--- src/hw/rtl/i2cms_pkg.sv ---
`timescale 1ns / 1ps
// ----------------------------------------------------------------------------
// i2cms_pkg: shared types and codes of the i2c master transfer sequencer
// Command codes, decoded item kinds, transfer modes and queue payloads.
// ----------------------------------------------------------------------------
package i2cms_pkg;

  // command codes on the input channel
  localparam logic [2:0] CMD_LOAD_TX    = 3'd0;
  localparam logic [2:0] CMD_START_WR   = 3'd1;
  localparam logic [2:0] CMD_START_RD   = 3'd2;
  localparam logic [2:0] CMD_START_SENT = 3'd3;
  localparam logic [2:0] CMD_ADDR_ACK   = 3'd4;
  localparam logic [2:0] CMD_TX_EMPTY   = 3'd5;
  localparam logic [2:0] CMD_RX_BYTE    = 3'd6;

  // depths of the command queue and the result queue (powers of two)
  localparam int CQ_DEPTH  = 4;
  localparam int OUT_DEPTH = 4;

  typedef enum logic [2:0] {
    K_NOP,
    K_LOAD,
    K_START_WR,
    K_START_RD,
    K_START_SENT,
    K_ADDR_ACK,
    K_TX_EMPTY,
    K_RX_BYTE
  } cmd_kind_t;

  typedef enum logic [2:0] {
    MODE_READY   = 3'd0,
    MODE_BUSY_TX = 3'd1,
    MODE_BUSY_RX = 3'd2,
    MODE_TX_DONE = 3'd3,
    MODE_RX_DONE = 3'd4
  } mode_t;

  typedef struct packed {
    cmd_kind_t  kind;
    logic [7:0] data_byte;
    logic [7:0] buffer_index;
    logic [6:0] target_address;
    logic [7:0] transfer_length;
  } cmd_item_t;

  typedef struct packed {
    logic       write_valid;
    logic [7:0] write_byte;
    logic       ack_enable;
    logic       stop_request;
    logic       start_request;
    logic       events_enabled;
    logic       rx_valid;
    logic [7:0] rx_byte;
    logic [7:0] rx_index;
    logic [2:0] status;
    logic       done_pulse;
    logic       start_refused;
  } res_t;

endpackage

--- src/hw/rtl/i2cms_fifo.sv ---
`timescale 1ns / 1ps
// ----------------------------------------------------------------------------
// i2cms_fifo: small synchronous queue
// Register-based first-in first-out queue with fill count; depth a power of two.
// ----------------------------------------------------------------------------
module i2cms_fifo #(
  parameter int WIDTH = 8,
  parameter int DEPTH = 4
) (
  input  logic                       clk,
  input  logic                       rst_n,
  input  logic                       push,
  input  logic [WIDTH-1:0]           din,
  input  logic                       pop,
  output logic [WIDTH-1:0]           dout,
  output logic                       full,
  output logic                       empty,
  output logic [$clog2(DEPTH):0]     count
);

  localparam int PW = $clog2(DEPTH);

  logic [WIDTH-1:0] mem_r [DEPTH];
  logic [PW-1:0]    wr_ptr_r, wr_ptr_nxt;
  logic [PW-1:0]    rd_ptr_r, rd_ptr_nxt;
  logic [PW:0]      cnt_r, cnt_nxt;
  logic             do_push, do_pop;

  assign full    = (cnt_r == (PW+1)'(DEPTH));
  assign empty   = (cnt_r == '0);
  assign count   = cnt_r;
  assign dout    = mem_r[rd_ptr_r];
  assign do_push = push && !full;
  assign do_pop  = pop && !empty;

  always_comb begin
    wr_ptr_nxt = do_push ? wr_ptr_r + 1'b1 : wr_ptr_r;
    rd_ptr_nxt = do_pop ? rd_ptr_r + 1'b1 : rd_ptr_r;
    cnt_nxt    = cnt_r;
    if (do_push && !do_pop) begin
      cnt_nxt = cnt_r + 1'b1;
    end else if (do_pop && !do_push) begin
      cnt_nxt = cnt_r - 1'b1;
    end
  end

  always_ff @(posedge clk) begin
    if (!rst_n) begin
      wr_ptr_r <= '0;
      rd_ptr_r <= '0;
      cnt_r    <= '0;
    end else begin
      wr_ptr_r <= wr_ptr_nxt;
      rd_ptr_r <= rd_ptr_nxt;
      cnt_r    <= cnt_nxt;
    end
  end

  always_ff @(posedge clk) begin
    if (do_push) begin
      mem_r[wr_ptr_r] <= din;
    end
  end

endmodule

--- src/hw/rtl/i2cms_front.sv ---
`timescale 1ns / 1ps
// ----------------------------------------------------------------------------
// i2cms_front: command intake
// Accepts items, decodes the command into a kind and queues it for the back end.
// ----------------------------------------------------------------------------
module i2cms_front
  import i2cms_pkg::*;
#(
  parameter int TX_DEPTH = 256
) (
  input  logic       clk,
  input  logic       rst_n,
  input  logic       push,
  output logic       full,
  input  logic [2:0] in_command,
  input  logic [7:0] in_data_byte,
  input  logic [7:0] in_buffer_index,
  input  logic [6:0] in_target_address,
  input  logic [7:0] in_transfer_length,
  output cmd_item_t  head,
  output logic       head_empty,
  input  logic       head_pop
);

  localparam logic [8:0] DEPTH_LIM = 9'(TX_DEPTH);

  cmd_item_t                  item;
  logic [$bits(cmd_item_t)-1:0] q_dout;
  logic                       idx_ok;

  assign idx_ok = ({1'b0, in_buffer_index} < DEPTH_LIM);

  always_comb begin
    item.data_byte       = in_data_byte;
    item.buffer_index    = in_buffer_index;
    item.target_address  = in_target_address;
    item.transfer_length = in_transfer_length;
    case (in_command)
      CMD_LOAD_TX:    item.kind = idx_ok ? K_LOAD : K_NOP;
      CMD_START_WR:   item.kind = K_START_WR;
      CMD_START_RD:   item.kind = K_START_RD;
      CMD_START_SENT: item.kind = K_START_SENT;
      CMD_ADDR_ACK:   item.kind = K_ADDR_ACK;
      CMD_TX_EMPTY:   item.kind = K_TX_EMPTY;
      CMD_RX_BYTE:    item.kind = K_RX_BYTE;
      default:        item.kind = K_NOP;
    endcase
  end

  i2cms_fifo #(
    .WIDTH ($bits(cmd_item_t)),
    .DEPTH (CQ_DEPTH)
  ) u_cmd_q (
    .clk   (clk),
    .rst_n (rst_n),
    .push  (push),
    .din   (item),
    .pop   (head_pop),
    .dout  (q_dout),
    .full  (full),
    .empty (head_empty),
    .count ()
  );

  assign head = cmd_item_t'(q_dout);

endmodule

--- config.mk ---
export PLATFORM = sky130hd
export DESIGN_NAME = i2cms_front
export DESIGN_NICKNAME = d
export VERILOG_FILES = /design/src/hw/rtl/i2cms_pkg.sv /design/src/hw/rtl/i2cms_fifo.sv /design/src/hw/rtl/i2cms_front.sv
export SDC_FILE = /design/constraint.sdc
export NUM_CORES = 1
export LEC_CHECK = 0
export BUFFER_PORTS_ARGS = -buffer_cell sky130_fd_sc_hd__buf_2
export CORE_MARGIN = 5
export CORE_UTILIZATION = 35
export DETAILED_ROUTE_END_ITERATION = 6
export GPL_TIMING_DRIVEN = 0
export PLACE_DENSITY_LB_ADDON = 0.15
export SLEW_MARGIN = 5
export SYNTH_ARGS = -nofsm -noshare
export SYNTH_HDL_FRONTEND = slang
export SYNTH_SLANG_ARGS = --single-unit
--- constraint.sdc ---
create_clock -name clk -period 1.9 [get_ports clk]
set_input_delay 0.19 -clock clk [delete_from_list [all_inputs] [get_ports clk]]
set_output_delay 0.19 -clock clk [all_outputs]
set_load 0.01 [all_outputs]
* After elaboration in Yosys (flattened, before gate mapping)
Memories as Yosys holds them, arrays and structs flattened. A register that Yosys moved wholly into a read port is not among the register bits.
Index checks and enable logic that the tools add are counted.
** Storage, ports and cells
- Bits in registers :: 7
- Input port bits :: 38
- Logic and storage cells :: 33
- Memory bits (writable) :: 136
- Memories kept :: 1
** Operators by class
- Reduce and logical (&&, ||, !) cells :: 11
- Add/subtract/negate cells :: 4
- Mux-type cells :: 7
- Equal/unequal tests :: 7
** Memories
- u_cmd_q.mem_r :: words 4, bits a word 34, rd ports 1, clocked after memory_dff 1, write ports 1, RTL line i2cms_fifo.sv:23 : logic [WIDTH-1:0] mem_r [DEPTH];
** Operator list (number)
- one-hot mux 3 bit (7 select lines) :: 1
- == test 3 bit, second input constant :: 4
- == test 3 x 2 -> 1 bit, second input constant :: 2
- zero test 3 bit :: 2
- 2-to-1 mux 3 bit :: 2
- adder 2 x 1 -> 2 bit, second input constant :: 2
- logical AND 1 bit :: 4
- zero test 1 bit :: 4
- 2-to-1 mux 2 bit :: 2
- adder 3 x 1 -> 3 bit, second input constant :: 1
- == test 3 x 1 -> 1 bit, second input constant :: 1
- subtractor 3 x 1 -> 3 bit, second input constant :: 1
- 2-to-1 mux 1 bit :: 2
- nonzero test 2 bit :: 1

* Depth between registers and ports, before layout
Gate-level depths: netlist of run 1.
- Depth in word-level cells :: 7
- Mapped depth :: 9

* Hierarchy
Synthesis of run 1 repeated with hierarchy kept, for this count alone.
** Unflattened totals
- Cells, all modules :: 230
- Area, all modules :: 5469.0 sq um
** Modules (own cells, without submodules)
- i2cms_fifo :: cells each 226, instances 1, area each 5444.0 sq um
- i2cms_front :: cells each 4, instances 1, area each 25.0 sq um

* Worst setup path after synthesis of run 1
Ideal clock, no wire load.
- Path kind :: flip-flop to flip-flop
- From :: register u_cmd_q.cnt_r[0] (netlist: u_cmd_q.count[0])
- To :: memory u_cmd_q.mem_r[2][0] (netlist bit), enable pin
- Data arrival time :: 1.677 ns
- Cell stages (with the launch flop) :: 5
- Buffers on the path :: 1
- Slack :: -0.172 ns
- Required time :: 1.506 ns
- Library setup time :: 0.394 ns
- Path through :: dfxtp_1 -> nor3b_2 -> nor2b_1 -> buf_6 -> and2_1
** Between the ends
- Cells in the longest elaborated chain, start to end :: 5
** Ends and longest elaborated chain
- start: declaration :: RTL line i2cms_fifo.sv:26 : logic [PW:0] cnt_r, cnt_nxt;
- start signal: assignment :: RTL line i2cms_fifo.sv:55 : cnt_r <= cnt_nxt;
- == test 3 bit :: RTL line i2cms_fifo.sv:29 : assign full = (cnt_r == (PW+1)'(DEPTH));
- named net full :: RTL line i2cms_front.sv:14 : output logic full,
- zero test 1 bit :: RTL line i2cms_fifo.sv:33 : assign do_push = push && !full;
- logical AND 1 bit :: RTL line i2cms_fifo.sv:33
- named net u_cmd_q.do_push :: RTL line i2cms_fifo.sv:27 : logic do_push, do_pop;
- 2-to-1 mux 1 bit :: RTL line i2cms_fifo.sv:60 : if (do_push) begin
- 2-to-1 mux 1 bit (not written as such) :: RTL line i2cms_fifo.sv:61 : mem_r[wr_ptr_r] <= din;
- end: declaration :: RTL line i2cms_fifo.sv:23
The timed path passes the listed nets, and every way through them passes these cells.

* Worst setup path after layout of run 1
- From :: register u_cmd_q.cnt_r[2] (netlist: u_cmd_q.count[2])
- To :: register u_cmd_q.cnt_r[2] (netlist: u_cmd_q.count[2])
** Between the ends
- Cells in the longest elaborated chain, start to end :: 6
- Elaborated cells on any way between the ends :: 15
- Classes of those cells :: add/sub (2); eq/ne (1); mux (2); reduce/logical (10)
** Ends and longest elaborated chain
- == test 3 bit * :: RTL line i2cms_fifo.sv:29
- zero test 1 bit * :: RTL line i2cms_fifo.sv:33
- logical AND 1 bit * :: RTL line i2cms_fifo.sv:33
- named net u_cmd_q.do_push :: RTL line i2cms_fifo.sv:27
- zero test 1 bit :: RTL line i2cms_fifo.sv:42 : end else if (do_pop && !do_push) begin
- logical AND 1 bit :: RTL line i2cms_fifo.sv:42
- nonzero test 2 bit (no source line)
The timed path passes the listed nets; every way through them passes the cells marked *. The select of a mux whose other input is x is not followed.
A chain may end at the register's enable or synchronous reset.

==> results of run 1 <==
[sequential cells by signal (all words and copies together) (netlist names), named ones only]
name              flops
u_cmd_q.rd_ptr_r      2
u_cmd_q.wr_ptr_r      2
u_cmd_q.count         3
u_cmd_q.mem_r       136
[metrics by stage]
step / setup WS, ns / hold WS, ns
final: -0.0149 / 0.132
after CTS: -0.110 / 0.126
after floorplan: 0.0149 / 0.289
after global placement: -0.167 / 0.404
after detailed placement: -0.182 / 0.409
after global routing: -0.0910 / 0.133
[what timing repair did]
item,4_1_cts,5_1_grt
hold buffers,31,0
endpoints found under the setup margin,168,121
cloned,4,4
setup buffers,5,2
gates resized for setup,44,14
endpoints found under the hold margin,124,0
pin swaps,1,4
[cells in the mapped netlist (2+ instances only)]
master / number
nor2b_1: 2
ha_1: 5
edfxtp_1: 136
dfxtp_1: 9
mux4_2: 30
and2_1: 8
clkbuf_1: 2
xor2_1: 2
buf_2: 3
nand2_1: 5
mux4_1: 4
inv_1: 4
buf_12: 3
buf_6: 2
xnor2_1: 4
mux2i_1: 3
[report_power, final]
| group | leakage, uW | switching (uW) | total [uW] | internal (uW) |
|---|---|---|---|---|
| registers | 0.00132 | 150 | 4060 | 3910 |
| logic | 0.000939 | 1210 | 2920 | 1700 |
| clock network | 0.000257 | 1250 | 3180 | 1930 |
| total | 0.00252 | 2620 | 10200 | 7540 |
[final cells by class]
class | count | area [um^2] | area share
inverters | 4 | 15.0 | 0.00204
flip-flops and latches | 145 | 4280 | 0.582
clock inverters | 13 | 140 | 0.0190
multi-input cells | 75 | 1150 | 0.156
clock buffers | 19 | 433 | 0.0588
well taps | 211 | 264 | 0.0359
plain buffers | 9 | 118 | 0.0160
repair buffers | 111 | 962 | 0.131
[worst max-delay path, cell delays in order (launching register included)]
cell and delay (ns):
dfxtp_4 0.36, nor3b_4 0.15, nor2b_1 0.13, buf_6 0.12
ha_4 0.12, inv_2 0.03, fa_2 0.33, xor2_1 0.15
or3_1 0.32, a21boi_1 0.12
[final timing paths]
| check | from | end | slack [ns] | cells past startpoint |
|---|---|---|---|---|
| worst max-delay path | u_cmd_q.count[2] | u_cmd_q.count[2] | -0.01 | 9 |
| worst min-delay path | in_command[0] | u_cmd_q.mem_r[0][31] | 0.13 | 2 |
| worst max register to register | u_cmd_q.count[2] | u_cmd_q.count[2] | -0.01 | 9 |
| worst min register to register | u_cmd_q.wr_ptr_r[1] | u_cmd_q.wr_ptr_r[1] | 0.50 | 2 |
[logic make-up (layout without fill, tap and decap cells)]
logic type,after synthesis,count (layout),synth area share
AOI/OAI and AO/OA,4,4,0.00618
xor gates and xnor gates,6,6,0.00961
adders and majority gates,6,6,0.0151
buffers and inverters,14,156,0.0220
DFF,145,145,0.780
muxes,37,37,0.148
and+or+nand+nor,18,22,0.0192
[layer usage]
| layer | track usage | up-vias | part of all wire |
|---|---|---|---|
| met4 | 0.0521 | 0 | 0.014 |
| met2 | 0.196 | 66 | 0.51 |
| li1 | - | 1220 | - |
| met1 | 0.147 | 1387 | 0.43 |
| met5 | 0 | - | 0 |
| met3 | 0.0425 | 13 | 0.047 |
==> metrics.log, run 1 <==
INFO  metric number_of_unique_standard_cell_types_used_by_synthesis = 24
INFO  metric stdcell_area = 0.00736 mm^2
INFO  metric insertion_delay = 0.42 ns
INFO  metric number_of_enable_type_register_cells_in_the_synthesized_netlist = 136
INFO  metric drt_first_pass_iters = 4
INFO  metric totalNegativeSetupSlack = -0.0256 ns
INFO  metric failed_checks = setup timing
INFO  metric finalCriticalPeriod = 1.91 ns
INFO  metric vias = 2686
INFO  metric ios = 74
INFO  metric end_kind = flop
INFO  metric placeableCoreArea = 0.0153 mm^2
INFO  metric timing.setup.critical_path_class = reg2reg
INFO  metric die_height = 135 um
INFO  metric outcome = finished with violations
INFO  metric syn_to_final_growth = 34.5%
INFO  metric achievable_clock_frequency = 0.522 GHz
INFO  metric cts-root-buf = clkbuf_16
INFO  metric grt_first_pass_wirelength = 16100 um
INFO  metric n_fill_cell = 1295
INFO  metric globalRoute.totalOverflow = 0
INFO  metric layout_commonest_cell = edfxtp_1
INFO  metric synth.area.top_cells = edfxtp_1, mux4_2, dfxtp_1
INFO  metric finish.net_count = 407
INFO  metric mappedNetlistNets = 274
INFO  metric total_global_route_track_usage = 0.121
INFO  metric numCtsBuffers = 17
INFO  metric antenna_violations_before_repair = 0
INFO  metric async_reset_ff_frac = 0
INFO  metric proportion_of_netlist_area_held_by_the_largest_area_contributor = 0.747
INFO  metric synth.avg_cell_area = 23.8 um^2
INFO  metric io_buffers = 72
INFO  metric power.ir.vdd_worst = 0.691 mV
INFO  metric area_of_the_mapped_netlist = 0.00547 mm^2
INFO  metric hold_class = in2reg
INFO  metric cts_buffer_depth = 2
INFO  metric maxCapViolations = 0
INFO  metric grt_setup_unrepaired = yes
INFO  metric drtIter0Drc = 119
INFO  metric grt_pass1_vias = 2970
INFO  metric tritoncts = done
INFO  metric yosys_warns = 0
INFO  metric netlist_instances = 230
INFO  metric max_slew.worst_pin.slew = 0.543 ns
INFO  metric placement.cell_area = 0.00613 mm^2
INFO  metric timing.final.crit_share = 1.01
INFO  metric cts-htree-levels = 4
INFO  metric timing_hold_violations_final = 0
INFO  metric setup_viol = 2
INFO  metric die_width = 135 um
INFO  metric synth-seq-area-share = 0.780
INFO  metric cp_data_required_time = 2.24 ns
INFO  metric routabilityCongestion = 0.668
INFO  metric start_util = 0.358
INFO  metric die_outline_area = 0.0182 mm^2
INFO  metric finalWirelength = 10800 um
INFO  metric fin_total_pwr = 10200 uW
INFO  metric cts_num_sinks = 145
INFO  metric yosys.area.top_type = edfxtp_1
INFO  metric dpl.cell_count = 513
INFO  metric row_count = 45
INFO  metric hpwl = 5700 um
INFO  metric diodes = 0
INFO  metric drt_drc_violations_left = 0
INFO  metric synth-seq-cells = 145
INFO  metric pwr_density_cell = 1380 mW/mm^2
INFO  metric setup_slack = -0.0149 ns
INFO  metric path_max_fanout = 6
INFO  metric drtAntennaViolNets = 0
INFO  metric finalMaxSlewViolations = 0
INFO  metric largest_net_degree_at_the_start_of_global_routing = 35
INFO  metric finClkSkew = 0.00442 ns
INFO  metric layout.cells.most_common_list = edfxtp_1, buf_2, mux4_2, dlygate4sd3_1, buf_6
INFO  metric worst_rel_slew_slack = 0.638
INFO  metric final_cell_count_no_fill = 587
INFO  metric timing.critical_path.from_type = flop
INFO  metric post_drt_wl_per_cell = 18.3 um
INFO  metric final_core_util = 0.482
INFO  metric cp_data_arrival_time = 2.26 ns
INFO  metric clock_pin_transition_on_the_worst_setup_and_hold_timing_paths = 0.06 ns
INFO  metric p_leak = 0.00252 uW
INFO  metric avgViaCountPerCell = 4.58
INFO  metric postSynth.topFlopCell = edfxtp_1
INFO  metric layout-drive-gt1-share = 0.449
No activity file was read; power rests on OpenSTA's default activity.
==> run 2: changes to the inputs <==
CORE_MARGIN = 8   (was 5)
==> run 2 against run 1 <==
Compared with the run above:
- the run still ends with setup timing left
- highest routed layer unchanged
- flip-flop and latch count is the same
- critical path type is now reg2out
- final cell count unchanged
- critical path depth is 4 lower
- non-clock buffer count grew 3
- clock skew up 0.0028 ns
- sequential share of layout area down 0.26 points
- final area rose by 0.32%
- routed wire length rose by 1.2%
- combinational power up 4%
- largest cell class unchanged
- via count fell by 1.2%
- hold slack better by 0.0087 ns
==> metrics.log, run 2 (synthesis results as in run 1) <==
INFO  metric drt_drc_violations_left = 0 (unchanged)
INFO  metric failed_checks = setup timing (unchanged)
INFO  metric die_height = 141 um (was 135 um)
INFO  metric p_leak = 0.00254 uW (was 0.00252 uW)
INFO  metric numCtsBuffers = 17 (unchanged)
INFO  metric grt_first_pass_wirelength = 16600 um (was 16100 um)
INFO  metric cts_buffer_depth = 2 (unchanged)
INFO  metric drtIter0Drc = 150 (was 119)
INFO  metric insertion_delay = 0.41 ns (was 0.42 ns)
INFO  metric finalMaxSlewViolations = 0 (unchanged)
INFO  metric power.ir.vdd_worst = 0.838 mV (was 0.691 mV)
INFO  metric pwr_density_cell = 1390 mW/mm^2 (was 1380 mW/mm^2)
INFO  metric grt_setup_unrepaired = yes (unchanged)
INFO  metric hold_class = in2reg (unchanged)
INFO  metric achievable_clock_frequency = 0.511 GHz (was 0.522 GHz)
INFO  metric tritoncts = done (unchanged)
INFO  metric layout-drive-gt1-share = 0.449 (unchanged)
INFO  metric drtAntennaViolNets = 0 (unchanged)
INFO  metric vias = 2655 (was 2686)
INFO  metric final_cell_count_no_fill = 587 (unchanged)
INFO  metric layout_commonest_cell = edfxtp_1 (unchanged)
INFO  metric fin_total_pwr = 10300 uW (was 10200 uW)
INFO  metric setup_slack = -0.0568 ns (was -0.0149 ns)
INFO  metric path_max_fanout = 5 (was 6)
INFO  metric hpwl = 6000 um (was 5700 um)
INFO  metric io_buffers = 72 (unchanged)
INFO  metric largest_register_ff_count = 136 (unchanged)
INFO  metric detailedPlace.worstSlack = -0.187 ns (was -0.182 ns)
INFO  metric registers.top_by_ff_count = u_cmd_q.mem_r (unchanged)
INFO  metric finish.net_count = 408 (was 407)
INFO  metric cp_data_required_time = 1.71 ns (was 2.24 ns)
INFO  metric timing.critical_path.from_type = flop (unchanged)
INFO  metric cp_data_arrival_time = 1.77 ns (was 2.26 ns)
INFO  metric finClkSkew = 0.00721 ns (was 0.00442 ns)
INFO  metric start_util = 0.358 (unchanged)
INFO  metric max_slew.worst_pin.slew = 0.571 ns (was 0.543 ns)
INFO  metric setup_viol = 33 (was 2)
INFO  metric timing.setup.critical_path_class = reg2out (was reg2reg)
INFO  metric outcome = finished with violations (unchanged)
INFO  metric row_count = 45 (unchanged)
INFO  metric syn_to_final_growth = 35.0% (was 34.5%)
INFO  metric cts_num_sinks = 145 (unchanged)
INFO  metric die_width = 141 um (was 135 um)
INFO  metric cts-htree-levels = 4 (unchanged)
INFO  metric die_outline_area = 0.0199 mm^2 (was 0.0182 mm^2)
INFO  metric globalRoute.totalOverflow = 0 (unchanged)
INFO  metric timing.final.crit_share = 1.03 (was 1.01)
INFO  metric dpl.cell_count = 513 (unchanged)
INFO  metric ios = 74 (unchanged)
INFO  metric crit_path_max_incr_delay = 0.53 ns (was 0.36 ns)
INFO  metric finalCriticalPeriod = 1.96 ns (was 1.91 ns)
INFO  metric layout.cells.most_common_list = edfxtp_1, buf_2, mux4_2, buf_6, dlygate4sd3_1 (was edfxtp_1, buf_2, mux4_2, dlygate4sd3_1, buf_6)
INFO  metric timing_hold_violations_final = 0 (unchanged)
INFO  metric antenna_violations_before_repair = 0 (unchanged)
INFO  metric diodes = 0 (unchanged)
INFO  metric total_global_route_track_usage = 0.114 (was 0.121)
INFO  metric finalWirelength = 10900 um (was 10800 um)
INFO  metric end_kind = output pin (was flop)
INFO  metric clock_pin_transition_on_the_worst_setup_and_hold_timing_paths = 0.06 ns (about the same)
INFO  metric critical-path-top-cell-by-count = buf_12
INFO  metric grt_pass1_vias = 3083 (was 2970)
INFO  metric largest_net_degree_at_the_start_of_global_routing = 35 (unchanged)
INFO  metric crit_path_cell_trace = buf_12 -> buf_12 -> buf_12 -> mux4_2 -> buf_6 (was nor3b_4 -> nor2b_1 -> buf_6 -> ha_4 -> inv_2 -> fa_2 -> xor2_1 -> or3_1 -> a21boi_1)
INFO  metric cts-root-buf = clkbuf_16 (unchanged)
INFO  metric placeableCoreArea = 0.0153 mm^2 (unchanged)
INFO  metric avgViaCountPerCell = 4.52 (was 4.58)
INFO  metric worst_rel_slew_slack = 0.619 (was 0.638)
INFO  metric routabilityCongestion = 0.686 (was 0.668)
INFO  metric timing.critical_path.slowest_stage_cell = mux4_2 (was dfxtp_4)
INFO  metric maxCapViolations = 0 (unchanged)
INFO  metric post_drt_wl_per_cell = 18.6 um (was 18.3 um)
INFO  metric drt_first_pass_iters = 4 (unchanged)
run 2: changes by cell type in the layout (fill, tap and decap cells not counted), moves of 2 or more:
| cell | delta |
|---|---|
| buf_12 | +4 |
| clkinvlp_4 | -3 |
| and2_4 | -2 |
| dfxtp_2 | +2 |
| dfxtp_4 | -2 |
run 2: metrics by stage:
step	utilization	hold WS [ns]	cell area (um^2)	TNS (ns)
after floorplan	-	0.289	5510	0
after global placement	0.402	0.403	6130	-23.71
after detailed placement	0.402	0.411	6130	-23.34
after CTS	0.482	0.120	7360	-2.23
after global routing	0.484	0.140	7380	-3.29
final	0.484	0.141	7380	-1.01
run 2: per-layer routing:
| metal | wire length, um | part of all wire | vias to the layer above | track usage |
|---|---|---|---|---|
| met1 | 4950 | 0.45 | 1359 | 0.134 |
| li1 | - | - | 1226 | - |
| met2 | 5300 | 0.49 | 58 | 0.186 |
| met3 | 488 | 0.045 | 12 | 0.0392 |
| met4 | 158 | 0.015 | 0 | 0.0509 |
| met5 | 0 | 0 | - | 0 |
run 2: final cells by class:
class,instances,area [um^2]
buffer,8,97.6
clock buffer,18,429
clock inverter,13,139
fill,1267,7880
inverter,4,15.0
multi-input combinational,73,1130
sequential,145,4280
tap,211,264
timing repair buffer,115,1030
run 2: timing repair:
action / in CTS / in global routing
endpoints found under the hold margin: 124 / 0
cloned: 3 / 2
gates resized for setup: 42 / 11
hold buffers: 31 / 0
pin swaps: 1 / 2
buffers inserted: 9 / 3
setup endpoints to repair: 167 / 63
run 2: final timing paths:
kind / start / to / slack, ns / cells past startpoint
max: flop / head[12] / -0.06 / 5
min: in_command[0] / u_cmd_q.mem_r[3][31] / 0.14 / 2
max reg2reg: u_cmd_q.count[2] / u_cmd_q.count[2] / -0.02 / 9
min reg2reg: u_cmd_q.wr_ptr_r[1] / u_cmd_q.wr_ptr_r[1] / 0.51 / 2
run 2: critical path: cells and delay by family (launching register included):
kind,cells,cell delay [ns]
buffers and inverters,4,0.48
flip-flops,1,0.34
multiplexers,1,0.53
run 2: report_power, final:
group	internal, uW	switching (uW)
combinational	1790	1240
clock	1920	1260
sequential	3900	145
==> run 3: changes to the inputs <==
ABC_AREA = 1   (was unset)
==> run 3 against run 2 <==
Compared with the run above:
- the flow now finishes without violations
- sequential power hardly changed
- first-iteration DRC count is 27% lower
- combinational power is 8.6% lower
- final cell count is 32% higher
- die area is 5.1% higher
- flip-flop and latch count stayed put
==> metrics.log, run 3 <==
INFO  metric timing.setup.critical_path_class = reg2out (unchanged)
INFO  metric placeableCoreArea = 0.0163 mm^2 (was 0.0153 mm^2)
INFO  metric globalRoute.totalOverflow = 0 (unchanged)
INFO  metric cts-htree-levels = 4 (unchanged)
INFO  metric layout.cells.most_common_list = edfxtp_1, buf_2, o21ai_0, nor2_1, dlygate4sd3_1 (was edfxtp_1, buf_2, mux4_2, buf_6, dlygate4sd3_1)
INFO  metric timing.critical_path.from_type = flop (unchanged)
INFO  metric postSynth.topFlopCell = edfxtp_1 (unchanged)
INFO  metric setup_viol = 0 (was 33)
INFO  metric n_fill_cell = 1538 (was 1267)
INFO  metric timing.final.crit_share = 0.960 (was 1.03)
INFO  metric yosysMostFrequentCell = edfxtp_1 (unchanged)
INFO  metric finalMaxSlewViolations = 0 (unchanged)
INFO  metric start_util = 0.354 (was 0.358)
INFO  metric min_path_cells = 3 (was 2)
INFO  metric total_global_route_track_usage = 0.135 (was 0.114)
INFO  metric final_cell_count_no_fill = 774 (was 587)
INFO  metric cts_num_sinks = 145 (unchanged)
INFO  metric finalWirelength = 13200 um (was 10900 um)
INFO  metric p_leak = 0.00271 uW (was 0.00254 uW)
INFO  metric detailedPlace.worstSlack = -0.276 ns (was -0.187 ns)
INFO  metric mappedNetlistNets = 455 (was 274)
INFO  metric max_slew.worst_pin.slew = 0.584 ns (was 0.571 ns)
INFO  metric fin_total_pwr = 9820 uW (was 10300 uW)
INFO  metric end_kind = output pin (unchanged)
INFO  metric clock_pin_transition_on_the_worst_setup_and_hold_timing_paths = 0.06 ns (about the same)
INFO  metric registers.top_by_ff_count = u_cmd_q.mem_r (unchanged)
INFO  metric numCtsBuffers = 17 (unchanged)
INFO  metric io_buffers = 73 (was 72)
INFO  metric grt_setup_unrepaired = yes (unchanged)
INFO  metric grt_pass1_vias = 3825 (was 3083)
INFO  metric proportion_of_netlist_area_held_by_the_largest_area_contributor = 0.706 (was 0.747)
INFO  metric post_drt_wl_per_cell = 17.0 um (was 18.6 um)
INFO  metric async_reset_ff_frac = 0 (unchanged)
INFO  metric outcome = finished clean (was finished with violations)
INFO  metric synth-seq-cells = 145 (unchanged)
INFO  metric drtIter0Drc = 110 (was 150)
INFO  metric power.ir.vdd_worst = 0.775 mV (was 0.838 mV)
INFO  metric yosys_warns = 0 (unchanged)
INFO  metric post_synth_most_frequent_cells = edfxtp_1, nor2_1, o21ai_0 (was edfxtp_1, mux4_2, dfxtp_1)
INFO  metric number_of_enable_type_register_cells_in_the_synthesized_netlist = 136 (unchanged)
INFO  metric setup_slack = 0.0760 ns (was -0.0568 ns)
INFO  metric layout_commonest_cell = edfxtp_1 (unchanged)
INFO  metric insertion_delay = 0.41 ns (about the same)
INFO  metric row_count = 47 (was 45)
INFO  metric worst_rel_slew_slack = 0.610 (was 0.619)
INFO  metric layout-drive-gt1-share = 0.322 (was 0.449)
INFO  metric cp_data_required_time = 1.71 ns (about the same)
INFO  metric synth-seq-area-share = 0.737 (was 0.780)
INFO  metric routabilityCongestion = 0.675 (was 0.686)
INFO  metric die_width = 145 um (was 141 um)
INFO  metric ios = 74 (unchanged)
INFO  metric yosys.area.top_type = edfxtp_1 (unchanged)
INFO  metric cts-root-buf = clkbuf_16 (unchanged)
INFO  metric netlist_instances = 411 (was 230)
INFO  metric cts_buffer_depth = 2 (unchanged)
INFO  metric reg2reg_depth = 6 (was 9)
INFO  metric pwr_density_cell = 1310 mW/mm^2 (was 1390 mW/mm^2)
INFO  metric synth.area.top_cells = edfxtp_1, o21ai_0, o22ai_2 (was edfxtp_1, mux4_2, dfxtp_1)
INFO  metric area_of_the_mapped_netlist = 0.00579 mm^2 (was 0.00547 mm^2)
INFO  metric timing_hold_violations_final = 0 (unchanged)
INFO  metric vias = 3669 (was 2655)
INFO  metric tritoncts = done (unchanged)
INFO  metric drt_first_pass_iters = 5 (was 4)
INFO  metric finish.net_count = 585 (was 408)
INFO  metric synth.avg_cell_area = 14.1 um^2 (was 23.8 um^2)
INFO  metric grt_first_pass_wirelength = 20600 um (was 16600 um)
INFO  metric drtAntennaViolNets = 0 (unchanged)
INFO  metric hpwl = 8360 um (was 6000 um)
INFO  metric number_of_unique_standard_cell_types_used_by_synthesis = 23 (was 24)
INFO  metric hold_class = in2reg (unchanged)
INFO  metric path_max_fanout = 10 (was 5)
INFO  metric finClkSkew = 0.00865 ns (was 0.00721 ns)
INFO  metric drt_drc_violations_left = 0 (unchanged)
INFO  metric achievable_clock_frequency = 0.548 GHz (was 0.511 GHz)
INFO  metric syn_to_final_growth = 29.2% (was 35.0%)
INFO  metric die_height = 145 um (was 141 um)
INFO  metric largest_net_degree_at_the_start_of_global_routing = 25 (was 35)
INFO  metric avgViaCountPerCell = 4.74 (was 4.52)
INFO  metric cp_data_arrival_time = 1.63 ns (was 1.77 ns)
INFO  metric dpl.cell_count = 708 (was 513)
INFO  metric antenna_violations_before_repair = 1 (was 0)
INFO  metric maxCapViolations = 0 (unchanged)
INFO  metric finalCriticalPeriod = 1.82 ns (was 1.96 ns)
INFO  metric die_outline_area = 0.0209 mm^2 (was 0.0199 mm^2)
INFO  metric largest_register_ff_count = 136 (unchanged)
[run 3: path summary, 6_finish.rpt]
kind	startpoint	end	slack, ns
worst max register to register	u_cmd_q.count[0]	u_cmd_q.mem_r[3][18]	0.11
worst min-delay path	rst_n	u_cmd_q.wr_ptr_r[1]	0.04
worst min register to register	u_cmd_q.rd_ptr_r[1]	flop	0.51
worst max-delay path	flop	head[33]	0.08
[run 3: logic make-up after synthesis]
kind of cell | count (synthesis) | synth area share
AOI/OAI and AO/OA | 108 | 0.122
buffers and inverters | 41 | 0.0428
adders and majority gates | 6 | 0.0143
DFF | 145 | 0.737
and+or+nand+nor | 110 | 0.0820
xor gates and xnor gates | 1 | 0.00151
[run 3: power breakdown]
part	total [uW]	switching [uW]	internal (uW)
clock	3030	1140	1890
sequential	4020	121	3900
combinational	2770	1680	1090
total	9820	2950	6880
[run 3: per-stage QoR]
stage	hold WS, ns	instance area [um^2]	TNS [ns]	util
2_1_floorplan	0.289	5800	-15.65	-
3_3_place_gp	0.404	6440	-135.53	0.394
3_5_place_dp	0.408	6540	-7.95	0.400
4_1_cts	0.00376	7390	0	0.452
5_1_grt	0.0531	7470	-0.204	0.457
6_report	0.0394	7470	0	0.457
[run 3: area by class of cell]
cell class,count,area [um^2],share of cell area
multi-input combinational,225,1330,0.177
clock inverter,10,93.8,0.0126
clock buffer,21,440,0.0589
buffer,21,205,0.0275
timing repair buffer,111,778,0.104
sequential,145,4270,0.571
tap,220,275,0.0368
antenna,1,2.50,0.000335
inverter,20,82.6,0.0110
[run 3: repair_timing]
action,in CTS,in global routing
gates resized for setup,7,31
endpoints found under the setup margin,114,27
hold buffers,30,1
hold endpoints to repair,120,4
pin swaps,0,3
setup buffers,0,3
[run 3: worst max-delay path, stage by stage (launching register included)]
cell and delay, ns:
dfxtp_2 0.44, clkbuf_4 0.25, o21ai_0 0.10, o22ai_1 0.23
buf_2 0.18
[run 3: routing by layer]
layer  GRT usage  wire [um]  vias to the layer above
met1       0.164       5710                     1801
li1            -          -                     1767
met2       0.223       6610                       88
met5           0          0                        -
met4      0.0570        190                        0
met3      0.0370        676                       13
